===== src/sv/base64_validating_decoder_unit_assert.svh =====
// Assertion macros for the Base64 validating decoder.
// Used by the top level; expects clk and rst_n in scope.
`ifndef BASE64_VALIDATING_DECODER_UNIT_ASSERT_SVH
`define BASE64_VALIDATING_DECODER_UNIT_ASSERT_SVH

// Check a consequence in the same cycle.
`define B64VD_ASSERT_IMPLIES(label, ante, cons, msg) \
    label: assert property (@(posedge clk) disable iff (!rst_n) (ante) |-> (cons)) \
        else $error(msg);

// Check a consequence in the next cycle.
`define B64VD_ASSERT_NEXT(label, ante, cons, msg) \
    label: assert property (@(posedge clk) disable iff (!rst_n) (ante) |=> (cons)) \
        else $error(msg);

`endif


===== src/sv/b64vd_pkg.sv =====
// Shared types, constants and the character classifier of the Base64 decoder.
// No dependencies.
`default_nettype none

package b64vd_pkg;

    localparam int COUNT_WIDTH_DEF = 16;
    localparam int OUT_COUNT_W     = 16;
    localparam int QUEUE_DEPTH     = 4;

    localparam logic [7:0] CH_UPPER_A = 8'h41;
    localparam logic [7:0] CH_UPPER_Z = 8'h5A;
    localparam logic [7:0] CH_LOWER_A = 8'h61;
    localparam logic [7:0] CH_LOWER_Z = 8'h7A;
    localparam logic [7:0] CH_DIGIT_0 = 8'h30;
    localparam logic [7:0] CH_DIGIT_9 = 8'h39;
    localparam logic [7:0] CH_PLUS    = 8'h2B;
    localparam logic [7:0] CH_SLASH   = 8'h2F;
    localparam logic [7:0] CH_PAD     = 8'h3D;

    localparam logic [5:0] SEXTET_PLUS  = 6'd62;
    localparam logic [5:0] SEXTET_SLASH = 6'd63;

    typedef enum logic [1:0] {
        ST_OK       = 2'd0,
        ST_BAD_CHAR = 2'd1,
        ST_LENGTH   = 2'd2,
        ST_PADDING  = 2'd3
    } status_t;

    typedef struct packed {
        logic       is_alpha;
        logic       is_pad;
        logic [5:0] sextet;
    } char_class_t;

    typedef struct packed {
        logic                             is_status;
        logic                             last;
        status_t                          status;
        logic [1:0]                       nbytes;
        logic [2:0][7:0]                  data;
        logic [2:0][OUT_COUNT_W-1:0]      dcount;
    } job_t;

    typedef struct packed {
        logic push;
        logic pop;
    } q_ctrl_t;

    typedef struct packed {
        logic full;
        logic empty;
    } q_stat_t;

    function automatic char_class_t classify(input logic [7:0] c);
        char_class_t r;
        logic [7:0]  d;
        r = '0;
        d = '0;
        if (c >= CH_UPPER_A && c <= CH_UPPER_Z) begin
            d = c - CH_UPPER_A;
            r.is_alpha = 1'b1;
            r.sextet = d[5:0];
        end else if (c >= CH_LOWER_A && c <= CH_LOWER_Z) begin
            d = c - CH_LOWER_A + 8'd26;
            r.is_alpha = 1'b1;
            r.sextet = d[5:0];
        end else if (c >= CH_DIGIT_0 && c <= CH_DIGIT_9) begin
            d = c - CH_DIGIT_0 + 8'd52;
            r.is_alpha = 1'b1;
            r.sextet = d[5:0];
        end else if (c == CH_PLUS) begin
            r.is_alpha = 1'b1;
            r.sextet = SEXTET_PLUS;
        end else if (c == CH_SLASH) begin
            r.is_alpha = 1'b1;
            r.sextet = SEXTET_SLASH;
        end else if (c == CH_PAD) begin
            r.is_pad = 1'b1;
        end
        return r;
    endfunction

endpackage

`default_nettype wire


===== src/sv/b64vd_front.sv =====
// Front end: accepts characters, validates, assembles quartets, builds jobs.
// Depends on b64vd_pkg.
`default_nettype none

module b64vd_front #(
    parameter int COUNT_WIDTH = b64vd_pkg::COUNT_WIDTH_DEF
) (
    input  wire logic               clk,
    input  wire logic               rst_n,
    input  wire logic               char_valid,
    output logic                    char_stall,
    input  wire logic [7:0]         char_code,
    input  wire logic               final_char,
    input  wire b64vd_pkg::q_stat_t q_stat,
    output logic                    push,
    output b64vd_pkg::job_t         job
);

    import b64vd_pkg::*;

    localparam int SUM_W = COUNT_WIDTH + 2;
    localparam logic [SUM_W-1:0] CNT_MAX = {2'b00, {COUNT_WIDTH{1'b1}}};

    logic [17:0]            acc_reg, acc_next;
    logic [1:0]             qpos_reg, qpos_next;
    logic                   pad_reg, pad_next;
    logic                   padded_reg, padded_next;
    status_t                err_reg, err_next;
    logic [COUNT_WIDTH-1:0] cnt_reg, cnt_next;

    char_class_t            cls;
    logic [23:0]            quartet;
    logic [1:0]             nbytes;
    logic [2:0][7:0]        data;
    logic [SUM_W-1:0]       sum [3];
    logic [COUNT_WIDTH-1:0] cnt_sat [3];
    status_t                err_fin;
    logic                   accept;

    assign char_stall = q_stat.full;
    assign accept     = char_valid && !char_stall;

    always_comb
    begin
        cls         = classify(char_code);
        quartet     = {acc_reg, cls.sextet};
        acc_next    = acc_reg;
        qpos_next   = qpos_reg;
        pad_next    = pad_reg;
        padded_next = padded_reg;
        err_next    = err_reg;
        nbytes      = 2'd0;
        data        = '0;
        if (err_reg == ST_OK)
        begin
            if (!cls.is_alpha && !cls.is_pad)
            begin
                err_next = ST_BAD_CHAR;
            end
            else if (padded_reg)
            begin
                err_next = ST_PADDING;
            end
            else if (cls.is_alpha)
            begin
                if (pad_reg)
                begin
                    err_next = ST_PADDING;
                end
                else if (qpos_reg != 2'd3)
                begin
                    acc_next  = {acc_reg[11:0], cls.sextet};
                    qpos_next = qpos_reg + 2'd1;
                end
                else
                begin
                    nbytes    = 2'd3;
                    data[0]   = quartet[23:16];
                    data[1]   = quartet[15:8];
                    data[2]   = quartet[7:0];
                    acc_next  = '0;
                    qpos_next = 2'd0;
                end
            end
            else
            begin
                if (qpos_reg < 2'd2)
                begin
                    err_next = ST_PADDING;
                end
                else if (qpos_reg == 2'd2)
                begin
                    pad_next  = 1'b1;
                    qpos_next = 2'd3;
                end
                else
                begin
                    if (pad_reg)
                    begin
                        nbytes  = 2'd1;
                        data[0] = acc_reg[11:4];
                    end
                    else
                    begin
                        nbytes  = 2'd2;
                        data[0] = acc_reg[17:10];
                        data[1] = acc_reg[9:2];
                    end
                    padded_next = 1'b1;
                    pad_next    = 1'b0;
                    acc_next    = '0;
                    qpos_next   = 2'd0;
                end
            end
        end

        for (int k = 0; k < 3; k++)
        begin
            sum[k]     = {2'b00, cnt_reg} + SUM_W'(k + 1);
            cnt_sat[k] = (sum[k] > CNT_MAX) ? CNT_MAX[COUNT_WIDTH-1:0]
                                            : sum[k][COUNT_WIDTH-1:0];
        end

        case (nbytes)
            2'd1:    cnt_next = cnt_sat[0];
            2'd2:    cnt_next = cnt_sat[1];
            2'd3:    cnt_next = cnt_sat[2];
            default: cnt_next = cnt_reg;
        endcase

        err_fin = (err_next == ST_OK && qpos_next != 2'd0) ? ST_LENGTH : err_next;

        if (final_char && err_fin != ST_OK)
        begin
            job.is_status = 1'b1;
            job.last      = 1'b1;
            job.status    = err_fin;
            job.nbytes    = 2'd1;
            job.data      = '0;
            job.dcount    = '0;
            job.dcount[0] = OUT_COUNT_W'(cnt_reg);
        end
        else
        begin
            job.is_status = 1'b0;
            job.last      = final_char;
            job.status    = ST_OK;
            job.nbytes    = nbytes;
            job.data      = data;
            for (int k = 0; k < 3; k++)
            begin
                job.dcount[k] = OUT_COUNT_W'(cnt_sat[k]);
            end
        end

        push = accept && (nbytes != 2'd0 || final_char);
    end

    always_ff @(posedge clk or negedge rst_n)
    begin
        if (!rst_n)
        begin
            acc_reg    <= '0;
            qpos_reg   <= 2'd0;
            pad_reg    <= 1'b0;
            padded_reg <= 1'b0;
            err_reg    <= ST_OK;
            cnt_reg    <= '0;
        end
        else if (accept)
        begin
            if (final_char)
            begin
                acc_reg    <= '0;
                qpos_reg   <= 2'd0;
                pad_reg    <= 1'b0;
                padded_reg <= 1'b0;
                err_reg    <= ST_OK;
                cnt_reg    <= '0;
            end
            else
            begin
                acc_reg    <= acc_next;
                qpos_reg   <= qpos_next;
                pad_reg    <= pad_next;
                padded_reg <= padded_next;
                err_reg    <= err_next;
                cnt_reg    <= cnt_next;
            end
        end
    end

endmodule

`default_nettype wire


===== src/sv/b64vd_queue.sv =====
// Short job queue between the front end and the result sequencer.
// Depends on b64vd_pkg.
`default_nettype none

module b64vd_queue (
    input  wire logic               clk,
    input  wire logic               rst_n,
    input  wire b64vd_pkg::q_ctrl_t q_ctrl,
    input  wire b64vd_pkg::job_t    push_job,
    output b64vd_pkg::job_t         head,
    output b64vd_pkg::q_stat_t      q_stat
);

    import b64vd_pkg::*;

    localparam int PTR_W = $clog2(QUEUE_DEPTH);
    localparam int CNT_W = $clog2(QUEUE_DEPTH + 1);
    localparam logic [PTR_W-1:0] PTR_LAST = PTR_W'(QUEUE_DEPTH - 1);

    job_t             entries [QUEUE_DEPTH];
    logic [PTR_W-1:0] wr_ptr_reg, rd_ptr_reg;
    logic [CNT_W-1:0] count_reg;
    logic             do_push, do_pop;

    assign q_stat.full  = (count_reg == CNT_W'(QUEUE_DEPTH));
    assign q_stat.empty = (count_reg == '0);
    assign do_push      = q_ctrl.push && !q_stat.full;
    assign do_pop       = q_ctrl.pop && !q_stat.empty;
    assign head         = entries[rd_ptr_reg];

    always_ff @(posedge clk)
    begin
        if (do_push)
        begin
            entries[wr_ptr_reg] <= push_job;
        end
    end

    always_ff @(posedge clk or negedge rst_n)
    begin
        if (!rst_n)
        begin
            wr_ptr_reg <= '0;
            rd_ptr_reg <= '0;
            count_reg  <= '0;
        end
        else
        begin
            if (do_push)
            begin
                wr_ptr_reg <= (wr_ptr_reg == PTR_LAST) ? '0 : wr_ptr_reg + PTR_W'(1);
            end
            if (do_pop)
            begin
                rd_ptr_reg <= (rd_ptr_reg == PTR_LAST) ? '0 : rd_ptr_reg + PTR_W'(1);
            end
            case ({do_push, do_pop})
                2'b10:   count_reg <= count_reg + CNT_W'(1);
                2'b01:   count_reg <= count_reg - CNT_W'(1);
                default: count_reg <= count_reg;
            endcase
        end
    end

endmodule

`default_nettype wire


===== src/sv/b64vd_back.sv =====
// Result sequencer: unrolls each job into an output register, one result per cycle unless stalled.
// Depends on b64vd_pkg.
`default_nettype none

module b64vd_back (
    input  wire logic               clk,
    input  wire logic               rst_n,
    input  wire b64vd_pkg::job_t    head,
    input  wire b64vd_pkg::q_stat_t q_stat,
    output logic                    pop,
    output logic                    result_valid,
    input  wire logic               result_stall,
    output logic [7:0]              out_byte,
    output logic                    byte_present,
    output logic                    end_of_string,
    output logic [1:0]              status,
    output logic [15:0]             decoded_count
);

    import b64vd_pkg::*;

    logic                   valid_reg;
    logic [1:0]             idx_reg;
    logic [7:0]             byte_reg;
    logic                   present_reg;
    logic                   end_reg;
    status_t                status_reg;
    logic [OUT_COUNT_W-1:0] count_reg;
    logic                   load;
    logic                   job_done;

    assign load     = !q_stat.empty && (!valid_reg || !result_stall);
    assign job_done = head.is_status || (idx_reg == head.nbytes - 2'd1);
    assign pop      = load && job_done;

    always_ff @(posedge clk or negedge rst_n)
    begin
        if (!rst_n)
        begin
            valid_reg <= 1'b0;
            idx_reg   <= 2'd0;
        end
        else if (load)
        begin
            valid_reg <= 1'b1;
            idx_reg   <= job_done ? 2'd0 : idx_reg + 2'd1;
        end
        else if (!result_stall)
        begin
            valid_reg <= 1'b0;
        end
    end

    always_ff @(posedge clk)
    begin
        if (load)
        begin
            byte_reg    <= head.is_status ? 8'd0 : head.data[idx_reg];
            present_reg <= !head.is_status;
            end_reg     <= head.last && job_done;
            status_reg  <= head.status;
            count_reg   <= head.dcount[idx_reg];
        end
    end

    assign result_valid  = valid_reg;
    assign out_byte      = byte_reg;
    assign byte_present  = present_reg;
    assign end_of_string = end_reg;
    assign status        = status_reg;
    assign decoded_count = count_reg;

endmodule

`default_nettype wire


===== src/sv/base64_validating_decoder_unit.sv =====
// Top level of the Base64 validating decoder: front end, job queue, result sequencer.
// Depends on b64vd_pkg, b64vd_front, b64vd_queue, b64vd_back and the assertion header.
`default_nettype none
`include "base64_validating_decoder_unit_assert.svh"

// Decodes a standard-alphabet Base64 string one character per cycle, checking
// alphabet, length and padding in the same pass. Each accepted character is
// classified combinationally; a completed quartet produces a job of one to three
// bytes, and the final character marks the last job. Jobs enter a four-entry
// queue and leave it one result per cycle while result_stall is low, through a
// registered output, so characters are taken every cycle while results drain;
// the input stalls only while the queue is full. Results pass from the queue
// entries into the output register. The last result of a string carries
// end_of_string, its status and the byte count saturated at 2^COUNT_WIDTH-1 and
// shown in its low 16 bits; after an error no bytes come out until the final
// character, which yields one status result.
module base64_validating_decoder_unit #(
    parameter int COUNT_WIDTH = b64vd_pkg::COUNT_WIDTH_DEF
) (
    input  wire logic        clk,
    input  wire logic        rst_n,
    input  wire logic        char_valid,
    output logic             char_stall,
    input  wire logic [7:0]  char_code,
    input  wire logic        final_char,
    output logic             result_valid,
    input  wire logic        result_stall,
    output logic [7:0]       out_byte,
    output logic             byte_present,
    output logic             end_of_string,
    output logic [1:0]       status,
    output logic [15:0]      decoded_count
);

    import b64vd_pkg::*;

    q_ctrl_t q_ctrl;
    q_stat_t q_stat;
    job_t    push_job;
    job_t    head;
    logic    push;
    logic    pop;

    assign q_ctrl.push = push;
    assign q_ctrl.pop  = pop;

    b64vd_front #(
        .COUNT_WIDTH (COUNT_WIDTH)
    ) u_front (
        .clk        (clk),
        .rst_n      (rst_n),
        .char_valid (char_valid),
        .char_stall (char_stall),
        .char_code  (char_code),
        .final_char (final_char),
        .q_stat     (q_stat),
        .push       (push),
        .job        (push_job)
    );

    b64vd_queue u_queue (
        .clk      (clk),
        .rst_n    (rst_n),
        .q_ctrl   (q_ctrl),
        .push_job (push_job),
        .head     (head),
        .q_stat   (q_stat)
    );

    b64vd_back u_back (
        .clk           (clk),
        .rst_n         (rst_n),
        .head          (head),
        .q_stat        (q_stat),
        .pop           (pop),
        .result_valid  (result_valid),
        .result_stall  (result_stall),
        .out_byte      (out_byte),
        .byte_present  (byte_present),
        .end_of_string (end_of_string),
        .status        (status),
        .decoded_count (decoded_count)
    );

    `B64VD_ASSERT_NEXT(a_queue_drains, !q_stat.empty, result_valid, "pending request not presented")
    `B64VD_ASSERT_IMPLIES(a_no_overflow, q_stat.full, !q_ctrl.push, "job queue overflow")
    `B64VD_ASSERT_IMPLIES(a_status_closes, result_valid && status != ST_OK,
                          end_of_string && !byte_present, "error status on a data request")

endmodule

`default_nettype wire


===== config.mk =====
export PLATFORM = sky130hd
export DESIGN_NAME = base64_validating_decoder_unit
export DESIGN_NICKNAME = d
export VERILOG_FILES = /design/src/sv/b64vd_pkg.sv /design/src/sv/b64vd_front.sv /design/src/sv/b64vd_queue.sv /design/src/sv/b64vd_back.sv /design/src/sv/base64_validating_decoder_unit.sv
export VERILOG_INCLUDE_DIRS = /design/src /design/src/sv
export SDC_FILE = /design/constraint.sdc
export NUM_CORES = 1
export LEC_CHECK = 0
export BUFFER_PORTS_ARGS = -buffer_cell sky130_fd_sc_hd__buf_2
export CAP_MARGIN = 20
export CORE_ASPECT_RATIO = 0.5
export CORE_MARGIN = 5
export CORE_UTILIZATION = 40
export CTS_CLUSTER_DIAMETER = 120
export DETAILED_ROUTE_END_ITERATION = 12
export PLACE_DENSITY = 0.55
export SLEW_MARGIN = 5
export SYNTH_ARGS = -nofsm -noshare
export SYNTH_HDL_FRONTEND = slang
export SYNTH_SLANG_ARGS = --single-unit

===== constraint.sdc =====
create_clock -name clk -period 4.51 [get_ports clk]
set_input_delay 0.902 -clock clk [delete_from_list [all_inputs] [get_ports clk]]
set_output_delay 0.902 -clock clk [all_outputs]
set_load 0.005 [all_outputs]

==> impl_metrics.tcl <==
set metrics [dict create \
    status "complete, no violations" \
    ant_nets 0 \
    gp_congestion 0.921 \
    port_buffers 42 \
    dp_hpwl_um 32100 \
    nFillCells 3856 \
    clock.fmax_ghz 0.255 \
    p_leak_nw 6.84 \
    synthesis.area_um2 18000 \
    ys.flop_type "edfxtp_1" \
    met2_length_um 20100 \
    clock_latency_ns 0.55 \
    dieArea_um2 49500 \
    worstMarginPinSlew_ns 1.07 \
    setup_tns_ns 0 \
    drc 0 \
    cts_tree "built" \
    via_count 11400 \
    core_area_um2 44000 \
    maxCapViolCount 0 \
    critPathMaxStageDelay_ns 0.62 \
    drt_iter0_drc 1271 \
    topRoutingLayerUsed "met4" \
    viasPerCell 5.85 \
    period_share 0.868 \
    crit_path_max_fanout 18 \
    ys_ff_latch 390 \
    r2r_end "u_front.cnt_reg[0]" \
    synth_area_per_cell_um2 14.0 \
    nets 1373 \
    clk_transition_reported_paths_ns 0.08 \
    synth_fp_nets 1322 \
    relSlewSlack 0.283 \
    yosysUniqueCellTypes 71 \
    ioPinCount 43 \
    hold_viol_final 0 \
    cts_made_buffers 36 \
    clockRootBuffer "clkbuf_16" \
    worstSetupStartpointType "primary input" \
    layout-drive-gt1-share 0.196 \
    area_growth_pct 13.5 \
    hold_path.class "primary input to asynchronous set/reset pin" \
    grt_start_max_net_pins 47 \
    placed_area_um2 19200 \
    cp_slowest_cell "or4_1" \
    grt_pass1_vias 11500 \
    largest_reg_flops 312 \
    pre_cts_ws_ns 0.0748 \
    die_y_um 160 \
    drt_pass1_iterations 5 \
    overflow 0 \
    synthArstFlopShare 0.128 \
    postCtsSetupBuffers 0 \
    hold_buffers 0 \
    r2r-start "u_front.cnt_reg[1]" \
    critPathArrivalTime_ns 4.21 \
    fin_skew_ns 0.0299 \
    finalSetupViolCount 0 \
    rsz0062_at_grt "no" \
    route.met3.wl_um 3590 \
    wire_per_inst_um 25.2 \
    powerDensity_nw_per_um2 528 \
    cts_resized 0 \
    yosysSeqAreaShare 0.638 \
    final_area_um2 20400 \
    die_w_um 310 \
    fin_ws_ns 0.596 \
    cp.required_ns 4.81 \
    cp-end-kind "flip-flop" \
    layout_commonest_cell "edfxtp_1" \
    synth-edff-count 340 \
    postSynthCellCount 1284 \
    drv_slew 0 \
    ir_drop_uv 236 \
    path_cells "buf_2 > inv_1 > ha_1 > and3b_1 > a41oi_1 > a311oi_2 > o32a_1 > o31ai_1 > or4_1 > o31ai_4 > inv_2 > buf_4 > nor3b_1" \
    clockBufferDepth 3 \
    row_count 54 \
    rrSetupSlack_ns 1.00 \
    antenna_cells 0 \
    period_needed_ns 3.91 \
    met1_length_um 24600 \
    grt_pass1_wl_um 74600 \
    totalWireLength_um 49100 \
    cts_sinks 390 \
    path_class "primary input to flip-flop" \
    final_cell_mix "340 x edfxtp_1, 96 x nand2_1, 95 x nor2_1, 78 x mux4_2" \
    grtUsageTotal 0.200 \
    htreeDepth 2 \
    ys_warn_count 0 \
    initial_core_util 0.408 \
    reg2reg_depth 7 \
    antenna_found_initial 0 \
]
## synth_stat cells, drive strengths merged, types with 24 or more instances
cell    number  area, um2
o21ai       59        295
nand4       27        169
nand3       29        145
dfrtp       50       1250
inv         33        124
clkbuf      71        267
mux2i       26        260
nor2        97        374
mux4        78       1760
nor3        57        285
nand2       96        360
edfxtp     340      10200
a21oi       65        363
ha          24        300
## worst max-delay path: cells and delay by family
family / cells / cell delay [ns]
AOI/OAI and AO/OA: 5 / 1.17
adders and majority gates: 1 / 0.27
buffers and inverters: 4 / 0.59
and+or+nand+nor: 3 / 1.25
## cell families after synthesis
| logic type | synth area share |
|---|---|
| compound gates | 0.0882 |
| fa+ha+maj | 0.0178 |
| buf+inv | 0.0272 |
| mux | 0.114 |
| xor+xnor | 0.0137 |
| simple gates | 0.101 |
| flops | 0.638 |
## worst max-delay path by stage
stage / from / slack, ns / to
after floorplan: char_code[2] / 0.11 / u_queue.entries[0][0]
after global placement: char_code[2] / 0.20 / u_queue.entries[0][62]
after detailed placement: char_code[2] / 0.07 / u_queue.entries[2][63]
after CTS: char_code[2] / 0.63 / u_queue.entries[3][63]
after global routing: char_code[3] / 0.32 / u_queue.entries[0][63]
final: char_code[2] / 0.60 / u_queue.entries[0][63]
## power breakdown
| group | internal (mW) | leakage [nW] | switching [mW] |
|---|---|---|---|
| combinational | 1.19 | 2.37 | 1.71 |
| sequential | 4.48 | 3.88 | 0.212 |
| clock | 1.80 | 0.589 | 1.37 |
| total | 7.47 | 6.84 | 3.29 |
## layer usage
metal	track usage	vias up
li1	-	5094
met1	0.326	5834
met2	0.275	399
met3	0.0408	67
met4	0.0384	0
met5	0	-
## cell type report
type / count / area, um2 / area share
clock inverter: 22 / 268 / 0.0131
multi-input combinational: 773 / 6050 / 0.297
clock buffer: 41 / 940 / 0.0461
tap: 588 / 736 / 0.0361
sequential: 390 / 11500 / 0.563
timing repair buffer: 101 / 791 / 0.0388
inverter: 33 / 124 / 0.00608
## stage by stage
step / total power [mW] / hold slack [ns] / utilization / cells
2_1_floorplan: 6.57 / 0.450 / - / 1284
3_3_place_gp: 7.67 / 0.464 / 0.436 / 1885
3_5_place_dp: 7.71 / 0.471 / 0.436 / 1885
4_1_cts: 10.9 / 0.385 / 0.463 / 1948
5_1_grt: 11.3 / 0.417 / 0.463 / 1948
6_report: 10.8 / 0.388 / 0.463 / 1948
No activity file was read; power rests on OpenSTA's default activity.
